## src/rtl/assert_macros.svh

```systemverilog
// ----------------------------------------------------------------------------
// assert_macros
// Assertion macros shared by the RTL files.
// ----------------------------------------------------------------------------
`ifndef ASSERT_MACROS_SVH
`define ASSERT_MACROS_SVH
`ifndef SYNTH
`define ASSERT_IMPL(label, clk, rst_n, prop, msg) \
	label: assert property (@(posedge clk) disable iff (!rst_n) prop) else $error(msg);
`define ASSERT_NEVER(label, clk, rst_n, cond, msg) \
	label: assert property (@(posedge clk) disable iff (!rst_n) !(cond)) else $error(msg);
`else
`define ASSERT_IMPL(label, clk, rst_n, prop, msg)
`define ASSERT_NEVER(label, clk, rst_n, cond, msg)
`endif
`endif

```

## src/rtl/kahm_ram.sv

```systemverilog
// ----------------------------------------------------------------------------
// kahm_ram
// Generic single-port write, single-port read RAM with registered read.
// ----------------------------------------------------------------------------
module kahm_ram #(
	parameter int WIDTH = 8,
	parameter int DEPTH = 256
) (
	input  logic                     clk,
	input  logic                     we,
	input  logic [$clog2(DEPTH)-1:0] waddr,
	input  logic [WIDTH-1:0]         wdata,
	input  logic [$clog2(DEPTH)-1:0] raddr,
	output logic [WIDTH-1:0]         rdata
);
	logic [WIDTH-1:0] mem [DEPTH];

	always_ff @(posedge clk) begin
		if (we) mem[waddr] <= wdata;
		rdata <= mem[raddr];
	end
endmodule

```

## config.mk

```make
export PLATFORM = sky130hd
export DESIGN_NAME = kahm_ram
export DESIGN_NICKNAME = d
export VERILOG_FILES = /design/src/rtl/assert_macros.svh /design/src/rtl/kahm_ram.sv
export SDC_FILE = /design/constraint.sdc
export NUM_CORES = 2
export LEC_CHECK = 0
export BUFFER_PORTS_ARGS = -buffer_cell sky130_fd_sc_hd__buf_2
export CAP_MARGIN = 20
export CORE_MARGIN = 2
export CORE_UTILIZATION = 23
export CTS_CLUSTER_SIZE = 24
export DETAILED_ROUTE_END_ITERATION = 8
export MAX_ROUTING_LAYER = met4
export SYNTH_ARGS = -nofsm -noshare
export SYNTH_HDL_FRONTEND = slang
export SYNTH_SLANG_ARGS = --single-unit
export TNS_END_PERCENT = 100
```

## constraint.sdc

```tcl
create_clock -name clk -period 4.55 [get_ports clk]
set_input_delay 0 -clock clk [delete_from_list [all_inputs] [get_ports clk]]
set_output_delay 0 -clock clk [all_outputs]
set_load 0.02 [all_outputs]
```

# Word-level counts from Yosys, hierarchy flattened
# Memory sizes are Yosys's and may differ from the RTL's. A register that Yosys moved wholly into a read port is not among the register bits.
# Index checks and enable logic that the tools add are counted.
[word_totals]
regBits = 0
ram_bits = 2048
in_bits = 26
out_inout_bits = 8
wordCells = 3
n_memories = 1
[memory_table]
columns = ["name", "depth", "word_bits", "rd", "rd_ports_with_merged_regs", "write_ports", "line_no", "rtl"]
rows = [
  ["mem", 256, 8, 1, 1, 1, "kahm_ram.sv:16", "logic [WIDTH-1:0] mem [DEPTH];"],
]
[classes]
muxes = 2
[op_table]
columns = ["cell", "n"]
rows = [
  ["1-bit two-way mux", 2],
]

# Depth between registers and ports, before layout
[logic_depth]
word_depth = 2
ltp_mapped = 11
ltp_nobuf = 6

# Worst setup path after synthesis
# OpenSTA, ideal clock, no wires.
[synth_timing]
path_kind = "in2reg"
from = "input raddr[0]"
to = "register rdata[2], read port of mem"
setup_ns = 0.131
arrival_ns = 1.807
t_required_ns = 4.419
slack_ns = 2.612
path_stages = 9
n_path_buf = 4
path_cell_list = "buf_6 > buf_12 > buf_8 > buf_2 > mux4_2 > a22oi_1 > a21oi_1 > nor4_1 > nor4_2"
[synth_lines]
columns = ["item", "line_no", "rtl"]
rows = [
  ["from (decl)", "kahm_ram.sv:13", "input logic [$clog2(DEPTH)-1:0] raddr,"],
  ["to (decl)", "kahm_ram.sv:14", "output logic [WIDTH-1:0] rdata"],
]

==> flow_summary.json <==
{
  "run_status": "complete, no violations",
  "worstPathArrival_ns": 3.51,
  "initial_antenna_violation_count": 26,
  "final_setup_viols": 0,
  "yosys.area.top_type": "sky130_fd_sc_hd__edfxtp_1",
  "die_y_um": 592,
  "setup.reg_to_reg.worst_slack_ns": 1.74,
  "die-width_um": 592,
  "final_common_cell": "sky130_fd_sc_hd__edfxtp_1",
  "timing.max_slew.rel_slack_pct": 22.0,
  "synth_nets": 3759,
  "global_route.overflow_total": 0,
  "placed_cell_area_mm2": 0.0853,
  "setup.worst_path.class": "reg2reg",
  "htree_levels": 4,
  "grt_pass1_wl_um": 289000,
  "worst-slew-pin-transition_ns": 1.17,
  "synth-adder-area-share_pct": 0,
  "synth_async_sr_flop_share_pct": 0,
  "crit_required_ns": 5.25,
  "share_of_layout_cells_above_drive_strength_1_pct": 22.6,
  "worstReg2RegStart": "mem[67][3]$_DFFE_PP_",
  "hold_end": "mem[174][3]$_DFFE_PP_",
  "initialDrtViolationCount": 5158,
  "fin_skew_ns": 0.0466,
  "min-delay-path-class": "in2reg",
  "stdcell_area_mm2": 0.0922,
  "synth_top_family_by_area": "multiplexers",
  "fill_cells": 33800,
  "maximum_number_of_pins_on_one_net_before_global_route_repair": 145,
  "regArea_mm2": 0.0617,
  "cts_inserted_buffers": 204,
  "critical_path_peak_fanout": 1,
  "reg2regPathDepth": 7,
  "synth_edf_count": 2048,
  "most-common-layout-cells": "sky130_fd_sc_hd__edfxtp_1, sky130_fd_sc_hd__mux4_2, sky130_fd_sc_hd__nor2_1",
  "timing.max_cap.violations": 0,
  "routed_vias": 38700,
  "post_synth_and_or_nand_nor_area_fraction_pct": 2.63,
  "worst_setup_path_end_kind": "flop",
  "nNetsFinal": 3901,
  "reg2reg_to": "rdata[3]$_DFF_P_",
  "fin_crit_sh_pct": 61.8,
  "syn-mean-instance-area_um2": 21.3,
  "detail-route-antenna-nets": 0,
  "finalHoldWorstSlack_ns": 0.0718,
  "syn_to_final_growth_pct": 15.8,
  "post-synth-top-area-fraction_pct": 77.3,
  "yosys_register_bits": 2056,
  "final_count_of_pins_violating_max_slew": 0,
  "placement.io_buffers": 33,
  "cts_tree": "yes",
  "final.setup.tns_ns": 0,
  "maxClockFrequency_ghz": 0.355,
  "global_route.usage.met1_pct": 15.3,
  "drt-vias-per-instance": 4.49,
  "routed_wl_um": 200000,
  "yosys.area_share.xor_xnor_pct": 0,
  "num_io_pins": 34,
  "global_route.usage.total_pct": 11.6,
  "yosys.cell_types.count": 55,
  "cts_max_path_buffers": 3,
  "clk_transition_reported_paths_ns": 0.06,
  "ir_drop_mv": 0.392,
  "drc_errors": 0,
  "power_dens_cells_mw_per_mm2": 430,
  "detailedPlacementHpwl_um": 122000,
  "final_period_minus_worst_setup_slack_ns": 2.81,
  "clk-insertion-delay-late_ns": 0.85,
  "busiest_layer": "met2",
  "wl_cell_um": 23.3,
  "ys_warn_count": 0,
  "initial_utilization_pct": 23.2,
  "synth_area_mm2": 0.0796,
  "synth.area.mux_share_pct": 14.6,
  "cp-start-kind": "flop",
  "synthesis.instances": 3733,
  "use_met3_pct": 1.95,
  "synth_top_cells_by_area": "sky130_fd_sc_hd__edfxtp_1, sky130_fd_sc_hd__mux4_2, sky130_fd_sc_hd__mux2i_1, sky130_fd_sc_hd__nor2_1, sky130_fd_sc_hd__a22oi_1",
  "leakagePower_nw": 27.4,
  "number_of_global_route_vias_before_repair": 38900,
  "die_area_mm2": 0.351,
  "synth_seq_area_share_pct": 77.5,
  "postLayoutCoreUtil_pct": 26.8,
  "ctsRootBufferMaster": "sky130_fd_sc_hd__clkbuf_16",
  "use_met2_pct": 18.4,
  "hold_path_startpoint": "waddr[3]",
  "placement_rows": 215,
  "drtPass1Iterations": 9,
  "hold_path_depth": 3,
  "multiInputGateArea_mm2": 0.0165,
  "cts-resized-gates": 0,
  "core_region_area_mm2": 0.344,
  "globalplace.congestion": 0.814,
  "cts.sinks": 2056,
  "most_used_flip_flop_cell_after_synthesis": "sky130_fd_sc_hd__edfxtp_1",
  "timing.final.hold_violations": 0,
  "synth_area_in_compound_gates_pct": 3.42,
  "rsz0062_at_grt": "false"
}
## registers in the layout, summed over array words and instances (netlist names)
| name | cells |
|---|---|
| rdata | 8 |
| mem | 2048 |
## synthesized netlist by cell type, types with 10 or more instances
master and n:
sky130_fd_sc_hd__o211ai_1 10, sky130_fd_sc_hd__edfxtp_1 2048, sky130_fd_sc_hd__a22oi_1 133, sky130_fd_sc_hd__o221ai_1 46
sky130_fd_sc_hd__o21ai_0 10, sky130_fd_sc_hd__a221oi_1 13, sky130_fd_sc_hd__a21oi_1 96, sky130_fd_sc_hd__mux4_2 454
sky130_fd_sc_hd__buf_2 31, sky130_fd_sc_hd__buf_6 21, sky130_fd_sc_hd__nand4_1 10, sky130_fd_sc_hd__nor4_1 24
sky130_fd_sc_hd__nor3_1 22, sky130_fd_sc_hd__nand2_1 33, sky130_fd_sc_hd__buf_8 13, sky130_fd_sc_hd__clkbuf_1 111
sky130_fd_sc_hd__buf_1 22, sky130_fd_sc_hd__buf_4 27, sky130_fd_sc_hd__nor2_1 282, sky130_fd_sc_hd__nand3_1 34
sky130_fd_sc_hd__nor2b_1 31, sky130_fd_sc_hd__mux2i_1 134, sky130_fd_sc_hd__a211oi_1 16, sky130_fd_sc_hd__o22ai_1 28
## per-stage QoR
stage | std cells | setup slack [ns] | total power, mW
after floorplan | 3733 | 2.61 | 22.3
after global placement | 8213 | 0.894 | 23.2
after detailed placement | 8214 | 0.903 | 23.2
after CTS | 8604 | 1.75 | 40.0
after global routing | 8613 | 1.75 | 40.8
final | 8621 | 1.74 | 39.7
## worst max-delay path by stage
| stage | from | endpoint | depth (start not counted) |
|---|---|---|---|
| final | mem[67][3]$_DFFE_PP_ | rdata[3]$_DFF_P_ | 7 |
| after global routing | raddr[0] | rdata[1]$_DFF_P_ | 8 |
| after detailed placement | raddr[0] | rdata[1]$_DFF_P_ | 8 |
| after floorplan | raddr[0] | rdata[2]$_DFF_P_ | 9 |
| after CTS | mem[68][1]$_DFFE_PP_ | rdata[1]$_DFF_P_ | 6 |
| after global placement | raddr[0] | rdata[2]$_DFF_P_ | 8 |
## power breakdown
part           internal [mW]  total [mW]  leakage, nW  switching [mW]
registers               20.9        20.9         18.5          0.0404
clock network           9.56        16.8         3.25            7.28
logic                  0.650        1.91         5.69            1.26
## worst max-delay path, stage by stage (launching register included)
cell and delay [ns]:
sky130_fd_sc_hd__edfxtp_1 0.36, sky130_fd_sc_hd__mux4_2 0.50, sky130_fd_sc_hd__a22o_1 0.20, sky130_fd_sc_hd__a221oi_1 0.56
sky130_fd_sc_hd__o32ai_1 0.25, sky130_fd_sc_hd__nor3_1 0.48, sky130_fd_sc_hd__buf_4 0.26, sky130_fd_sc_hd__nor4_1 0.06
## cell families after synthesis
| logic type | after synthesis |
|---|---|
| AO/OA/AOI/OAI | 385 |
| buffers and inverters | 235 |
| flip-flops | 2056 |
| multiplexers | 591 |
| AND/OR/NAND/NOR | 466 |
## metal layers
metal / routed length, um / up-vias / share of wire, %
met5: 0 / - / 0
met4: 4400 / 0 / 2.2
met3: 15200 / 286 / 7.6
met2: 97700 / 1657 / 49
met1: 83200 / 20800 / 42
li1: - / 16000 / -
## area by class of cell
cell class / count / share of cell area (%)
Antenna cell: 17 / 0.0462
Clock buffer: 253 / 5.74
Clock inverter: 125 / 1.55
Inverter: 2 / 0.00815
Multi-Input combinational cell: 1442 / 17.9
Sequential cell: 2056 / 66.9
Tap cell: 4557 / 6.19
Timing Repair Buffer: 169 / 1.69
## what timing repair did
item,in CTS,in global routing
hold buffers,12,0
endpoints found under the hold margin,1000,0
endpoints found under the setup margin,0,0
setup buffers,0,0
No activity file was read; power rests on OpenSTA's default activity.
