==> src/rtl/assert_macros.svh <==
// ----------------------------------------------------------------------------
// assert_macros
// Assertion macros shared by the RTL files.
// ----------------------------------------------------------------------------
`ifndef ASSERT_MACROS_SVH
`define ASSERT_MACROS_SVH
`ifndef SYNTH
`define ASSERT_IMPL(label, clk, rst_n, prop, msg) \
	label: assert property (@(posedge clk) disable iff (!rst_n) prop) else $error(msg);
`define ASSERT_NEVER(label, clk, rst_n, cond, msg) \
	label: assert property (@(posedge clk) disable iff (!rst_n) !(cond)) else $error(msg);
`else
`define ASSERT_IMPL(label, clk, rst_n, prop, msg)
`define ASSERT_NEVER(label, clk, rst_n, cond, msg)
`endif
`endif

==> src/rtl/kahm_pkg.sv <==
// ----------------------------------------------------------------------------
// kahm_pkg
// Types and constants of the keyed address hash map.
// ----------------------------------------------------------------------------
package kahm_pkg;
	localparam int BUCKETS      = 256;
	localparam int POOL_ENTRIES = 256;
	localparam int BW = $clog2(BUCKETS);
	localparam int EW = $clog2(POOL_ENTRIES);
	localparam int LW = $clog2(POOL_ENTRIES + 1);
	localparam int NBW = 9;
	localparam logic [LW-1:0] NIL = LW'(POOL_ENTRIES);
	localparam int ENT_W = 32 + 32 + 32 + LW;

	localparam logic [1:0] CMD_PUT    = 2'd0;
	localparam logic [1:0] CMD_LOOKUP = 2'd1;
	localparam logic [1:0] CMD_REMOVE = 2'd2;

	localparam logic [1:0] ST_OK      = 2'd0;
	localparam logic [1:0] ST_MISS    = 2'd1;
	localparam logic [1:0] ST_FULL    = 2'd2;
	localparam logic [1:0] ST_INVALID = 2'd3;

	typedef struct packed {
		logic [31:0]   key;
		logic [31:0]   addr;
		logic [31:0]   item;
		logic [LW-1:0] next;
	} entry_t;

	typedef struct packed {
		logic        start;
		logic [31:0] dividend;
		logic [NBW-1:0] divisor;
	} div_req_t;

	typedef struct packed {
		logic          done;
		logic [BW-1:0] rem;
	} div_rsp_t;
endpackage

==> src/rtl/kahm_mod.sv <==
// ----------------------------------------------------------------------------
// kahm_mod
// Restoring bit-serial remainder of a 32-bit key by the bucket count.
// ----------------------------------------------------------------------------
module kahm_mod (
	input  logic               clk,
	input  logic               arst_n,
	input  kahm_pkg::div_req_t req,
	output kahm_pkg::div_rsp_t rsp
);
	logic [31:0] dvd_q;
	logic [kahm_pkg::NBW:0] rem_q;
	logic [kahm_pkg::NBW-1:0] dvs_q;
	logic [5:0] cnt_q;
	logic busy_q;
	logic done_q;
	logic [kahm_pkg::NBW:0] shifted;
	logic [kahm_pkg::NBW:0] diff;

	assign shifted = {rem_q[kahm_pkg::NBW-1:0], dvd_q[31]};
	assign diff = shifted - {1'b0, dvs_q};

	always_ff @(posedge clk or negedge arst_n) begin
		if (!arst_n) begin
			busy_q <= 1'b0;
			cnt_q <= '0;
			done_q <= 1'b0;
		end else begin
			if (req.start) begin
				busy_q <= 1'b1;
				cnt_q <= '0;
				done_q <= 1'b0;
			end else if (busy_q) begin
				cnt_q <= cnt_q + 6'd1;
				if (cnt_q == 6'd31) begin
					busy_q <= 1'b0;
					done_q <= 1'b1;
				end else begin
					done_q <= 1'b0;
				end
			end else begin
				done_q <= 1'b0;
			end
		end
	end

	always_ff @(posedge clk) begin
		if (req.start) begin
			dvd_q <= req.dividend;
			rem_q <= '0;
			// Out-of-range counts are clamped to one and to the bucket total.
			if (req.divisor == '0) dvs_q <= kahm_pkg::NBW'(1);
			else if (req.divisor > kahm_pkg::NBW'(kahm_pkg::BUCKETS))
				dvs_q <= kahm_pkg::NBW'(kahm_pkg::BUCKETS);
			else dvs_q <= req.divisor;
		end else if (busy_q) begin
			dvd_q <= {dvd_q[30:0], 1'b0};
			rem_q <= diff[kahm_pkg::NBW] ? shifted : diff;
		end
	end

	assign rsp = '{done: done_q, rem: rem_q[kahm_pkg::BW-1:0]};
endmodule

==> config.mk <==
export PLATFORM = sky130hd
export DESIGN_NAME = kahm_mod
export DESIGN_NICKNAME = d
export VERILOG_FILES = /design/src/rtl/assert_macros.svh /design/src/rtl/kahm_pkg.sv /design/src/rtl/kahm_mod.sv
export SDC_FILE = /design/constraint.sdc
export NUM_CORES = 1
export LEC_CHECK = 0
export BUFFER_PORTS_ARGS = -buffer_cell sky130_fd_sc_hd__buf_4
export CAP_MARGIN = 15
export CELL_PAD_IN_SITES_DETAIL_PLACEMENT = 1
export CELL_PAD_IN_SITES_GLOBAL_PLACEMENT = 1
export CORE_MARGIN = 2
export CORE_UTILIZATION = 48
export DETAILED_ROUTE_END_ITERATION = 16
export HOLD_SLACK_MARGIN = 0.03
export PLACE_DENSITY = 0.82
export SYNTH_ARGS = -nofsm -noshare
export SYNTH_HDL_FRONTEND = slang
export SYNTH_SLANG_ARGS = --single-unit
==> constraint.sdc <==
create_clock -name clk -period 4.3 [get_ports clk]
set_clock_uncertainty 0.15 [all_clocks]
set_input_delay 0.86 -clock clk [delete_from_list [all_inputs] [get_ports clk]]
set_output_delay 0.86 -clock clk [all_outputs]
set_load 0.01 [all_outputs]
* Yosys cells after proc, flatten, opt, wreduce, memory -nomap -nowiden
Cells that the tools add are included.
** Storage, ports and cells
- Output and inout bits :: 9
- Bits of input ports :: 44
- Memories :: 0
- Word-level logic and storage cells :: 26
- Memory bits (writable) :: 0
- Bits in read-only memories :: 0
- Register bits :: 58
- Bits in latches :: 0
** Cells by class
- Eq/ne operators :: 1
- Mux-type cells :: 12
- $lt $le $gt $ge :: 1
- Reduce and logical (&&, ||, !) cells :: 3
- Add/subtract/negate cells :: 2
- Bitwise gates (word level) :: 0
- Shift-type cells :: 0
- Div/mod/pow operators :: 0
- Multipliers :: 0
** Operators with widths (count)
- two-way mux 32 bit :: 2
- two-way mux 9 bit :: 2
- two-way mux 6 bit :: 2
- subtractor 10 x 9 -> 10 bit :: 1
- > comparator 9 bit, second input constant :: 1
- logical NOT 9 bit :: 1
- adder 6 x 1 -> 6 bit, second input constant :: 1
- == test 6 x 5 -> 1 bit, second input constant :: 1
- two-way mux 1 bit :: 6
- nonzero test 2 bit :: 1
- OR reduction 2 bit :: 1

* Logic depth before layout (Yosys ltp)
- Word-level depth :: 4
- Depth in mapped cells :: 9
- Gate-level depth less buffers :: 9

* Worst setup path before layout
No wires, ideal clock.
- Path type :: input -> register
- From :: input req[41] (netlist bit)
- To :: register dvd_q[0] (enable)
- Arrival time :: 1.996 ns
- Setup time :: 0.389 ns
- Setup slack :: 1.765 ns
- Required time :: 3.761 ns
- Buffers on the path :: 1
- Cell stages on the path :: 3
- Cell sequence :: clkbuf_1 inv_1 nand2_1
** Between the ends
- Word-level cells in the longest chain between the ends :: 1
** RTL lines
- start: declaration :: RTL line kahm_mod.sv:8 : input kahm_pkg::div_req_t req,
- nonzero test 2 bit (no source line)
- end signal: assignment :: RTL line kahm_mod.sv:49 : dvd_q <= req.dividend;
- end signal: assignment :: RTL line kahm_mod.sv:57 : dvd_q <= {dvd_q[30:0], 1'b0};
- end: declaration :: RTL line kahm_mod.sv:11 : logic [31:0] dvd_q;
Every way passes these cells.
A chain may end at the register's enable or synchronous reset.

* Worst setup path in the final report
- From :: register dvs_q[1] (netlist bit)
- To :: register rem_q[1] (netlist bit)
** Between the ends
- Word-level cells in the longest chain between the ends :: 2
** RTL lines
- start: declaration :: RTL line kahm_mod.sv:13 : logic [kahm_pkg::NBW-1:0] dvs_q;
- start signal: assignment :: RTL line kahm_mod.sv:52 : if (req.divisor == '0) dvs_q <= kahm_pkg::NBW'(1);
- start signal: assignment :: RTL line kahm_mod.sv:54 : dvs_q <= kahm_pkg::NBW'(kahm_pkg::BUCKETS);
- start signal: assignment :: RTL line kahm_mod.sv:55 : else dvs_q <= req.divisor;
- subtractor 10 x 9 -> 10 bit :: RTL line kahm_mod.sv:21 : assign diff = shifted - {1'b0, dvs_q};
- two-way mux 9 bit :: RTL line kahm_mod.sv:58 : rem_q <= diff[kahm_pkg::NBW] ? shifted : diff;
- end signal: assignment :: RTL line kahm_mod.sv:58
- end: declaration :: RTL line kahm_mod.sv:12 : logic [kahm_pkg::NBW:0] rem_q;
Every way passes these cells.

==> reports/summary.txt <==
EDFF count, synth: 41
Setup violations, final: 0
Avg Synthesized Cell Area: 12.02 µm²
Async S/R FF share, synth: 13.79%
IO Port Bufs: 52
Critical Path AT: 2.60 ns
fin. max-slew vios: 0
Synthesis Warnings: 0
TritonCTS Buffers: 9
root buffer cell: clkbuf_8
H-tree depth: 3
first-pass GRT wire length: 10.40 mm
fillers: 625
worst r2r path cells: 8
Final period util: 58.52%
Clock Sinks: 58
Post-CTS Setup Inserts: 0
register area: 1612 µm²
WL met3: 267 µm
Fin. Hold Viols: 0
Die Ht: 83.29 µm
cts hold-fix bufs: 0
WL/cell: 16.41 µm
Post-DP Area: 3411 µm²
Critical Path Source: dvs_q[1]$_SDFFCE_PP0P_
post-synthesis sequential area ratio: 53.40%
Worst slew margin: 48.37%
die width: 83.29 µm
CP required: 4.38 ns
cts repair resizes: 0
Achievable Freq: 0.3974 GHz
Netlist Area Pre-Place: 3018 µm²
syn_nets: 308
Clock transition at path regs: 0.07 ns
area grow syn2layout: 18.37%
# DRC: 0
Yosys top cell by area: edfxtp_1
HPWL Detailed: 4.580 mm
Startpoint Class: flip-flop
fin area: 3572 µm²
Pwr per Cell Area: 461.6 nW/µm²
I/O pins: 53
HP Class: in -> async
GRT overflow: 0
Final Critical Period: 2.517 ns
Worst-Skew Late Latency: 0.33 ns
largest net degree at the start of global routing: 57
synth top area cells: edfxtp_1 41%, mux2_2 12%, dfrtp_1 6.6%
Reg2Reg Launch Point: dvs_q[1]$_SDFFCE_PP0P_
vias: 2065
vias in the first global route: 2166
share of cells above drive strength 1: 33.33%
Routed met2 length: 3.010 mm
Max Cap Viol: 0
Initial DRC Count: 78
Least-Margin Pin Slew: 0.7744 ns
dominant synthesized flop cell: edfxtp_1
Longest Clk Path Bufs: 2
status: finished clean
fin nets: 355
P_leak: 1.526 nW
worst vdd ir: 0.0002541 V
reg2reg end: rem_q[1]$_SDFFE_PP0P_
Critical path destination: rem_q[1]$_SDFFE_PP0P_
GPL Wtd Cong: 0.7862
crit-path max FO: 7
Synth cell types: 43
initial antenna violation count: 0
Mapped Cells: 251
area fraction of the dominant cell type after synthesis: 40.80%
num rows: 28
final WL: 6.202 mm
CTS tree: done
ANT cells: 0
DRT met1 WL: 2.813 mm
Detailed Routing Iterations Pass 1: 4
full die area: 6937 µm²
highest metal used: met4
post-route ant nets: 0
Total Neg Setup Slack: 0 ns
multi-input logic area: 1247 µm²
RSZ-0062 raised after global routing: no
core area: 5991 µm²
initial core utilization: 50.38%
Worst setup EP type: flip-flop
synthesized flop and latch total: 58
flop2flop setup slack: 1.78 ns
Tot GR Track Use: 19.27%
via density per instance: 5.463
CP Class: reg -> reg
## worst min path at each step
stage                          start                     to  cells after the start
6_report                      arst_n   cnt_q[1]$_DFFE_PN0P_                      1
2_1_floorplan  rem_q[6]$_SDFFE_PP0P_  rem_q[6]$_SDFFE_PP0P_                      2
3_3_place_gp     dvd_q[30]$_DFFE_PP_    dvd_q[31]$_DFFE_PP_                      1
4_1_cts                       arst_n   cnt_q[5]$_DFFE_PN0P_                      1
5_1_grt                       arst_n   cnt_q[1]$_DFFE_PN0P_                      1
3_5_place_dp     dvd_q[30]$_DFFE_PP_    dvd_q[31]$_DFFE_PP_                      1
## routing by layer
metal / GRT usage, % / vias to the layer above
li1: - / 1015
met4: 8.942 / 0
met3: 4.473 / 9
met5: 0 / -
met2: 32.26 / 45
met1: 23.51 / 996
## cell type report
cell class              count  share of cell area, %
multi-input cells         160                  34.92
clock inverters             6                 0.9457
inverters                  16                  1.681
repair buffers             53                  11.14
flip-flops and latches     58                  45.11
clock buffers              10                  3.573
well taps                  75                  2.627
## logic make-up after synthesis
group | share of synthesized area (%)
AOI/OAI and AO/OA | 11.19
xor gates and xnor gates | 2.612
adders and majority gates | 5.638
buffers and inverters | 5.265
DFF | 53.40
muxes | 11.90
and+or+nand+nor | 9.991
## cells in the final DEF, fill, tap and decap left out, types with 3 or more instances in the layout
cell,instances
o21ai_0,5
o21ai_1,5
a311oi_1,7
nor4_1,5
a211o_1,3
ha_1,12
inv_1,16
nor2b_1,4
clkbuf_8,9
edfxtp_1,41
buf_4,53
nor2_1,15
a21oi_1,6
nand2_1,12
mux2_2,31
xnor2_1,3
and2_1,9
dfrtp_1,8
xor2_1,6
nand3_1,8
dfxtp_1,9
a21o_1,4
clkinv_2,3
## report_power, final
part | internal (W) | switching, W | leakage, nW
clock | 0.000204 | 0.000208 | 0.0795
sequential | 0.000676 | 0.0000627 | 0.605
combinational | 0.000237 | 0.000261 | 0.842
total | 0.00112 | 0.000532 | 1.53
## state kept, by name, summed over array words and instances (netlist names)
register  count
dvs_q         9
busy_q        1
done_q        1
cnt_q         6
rem_q         9
dvd_q        32
## critical path, cell delays in order (launching register included)
cell and delay, ns:
edfxtp_1 0.38, inv_1 0.06, ha_1 0.27, nor2b_1 0.18
o2111ai_1 0.20, a211o_1 0.43, a21o_1 0.27, a2111o_1 0.43
o311ai_1 0.07
## Yosys cell counts, types with 4 or more instances
master / count
edfxtp_1: 41
xor2_1: 6
a21oi_1: 6
dfrtp_1: 8
nor2b_1: 4
nand2_1: 12
buf_4: 9
dfxtp_1: 9
inv_1: 16
nor4_1: 5
o21ai_1: 5
a21o_1: 4
and2_1: 9
ha_1: 12
o21ai_0: 5
nand3_1: 8
mux2_2: 31
a311oi_1: 7
nor2_1: 15
clkbuf_1: 7
## metrics by stage
stage               std cells  utilization, %  setup WS, ns  power [W]  hold slack, ns
floorplan                 251               -         1.765   0.001105          0.3396
global placement          362           56.93         1.681   0.001228          0.3784
detailed placement        362           56.93         1.615   0.001246          0.3893
CTS                       378           59.63         1.794   0.001663          0.1730
global route              378           59.63         1.616   0.001746          0.1727
finish                    378           59.63         1.783   0.001649          0.1847
No activity file was read; power rests on OpenSTA's default activity.
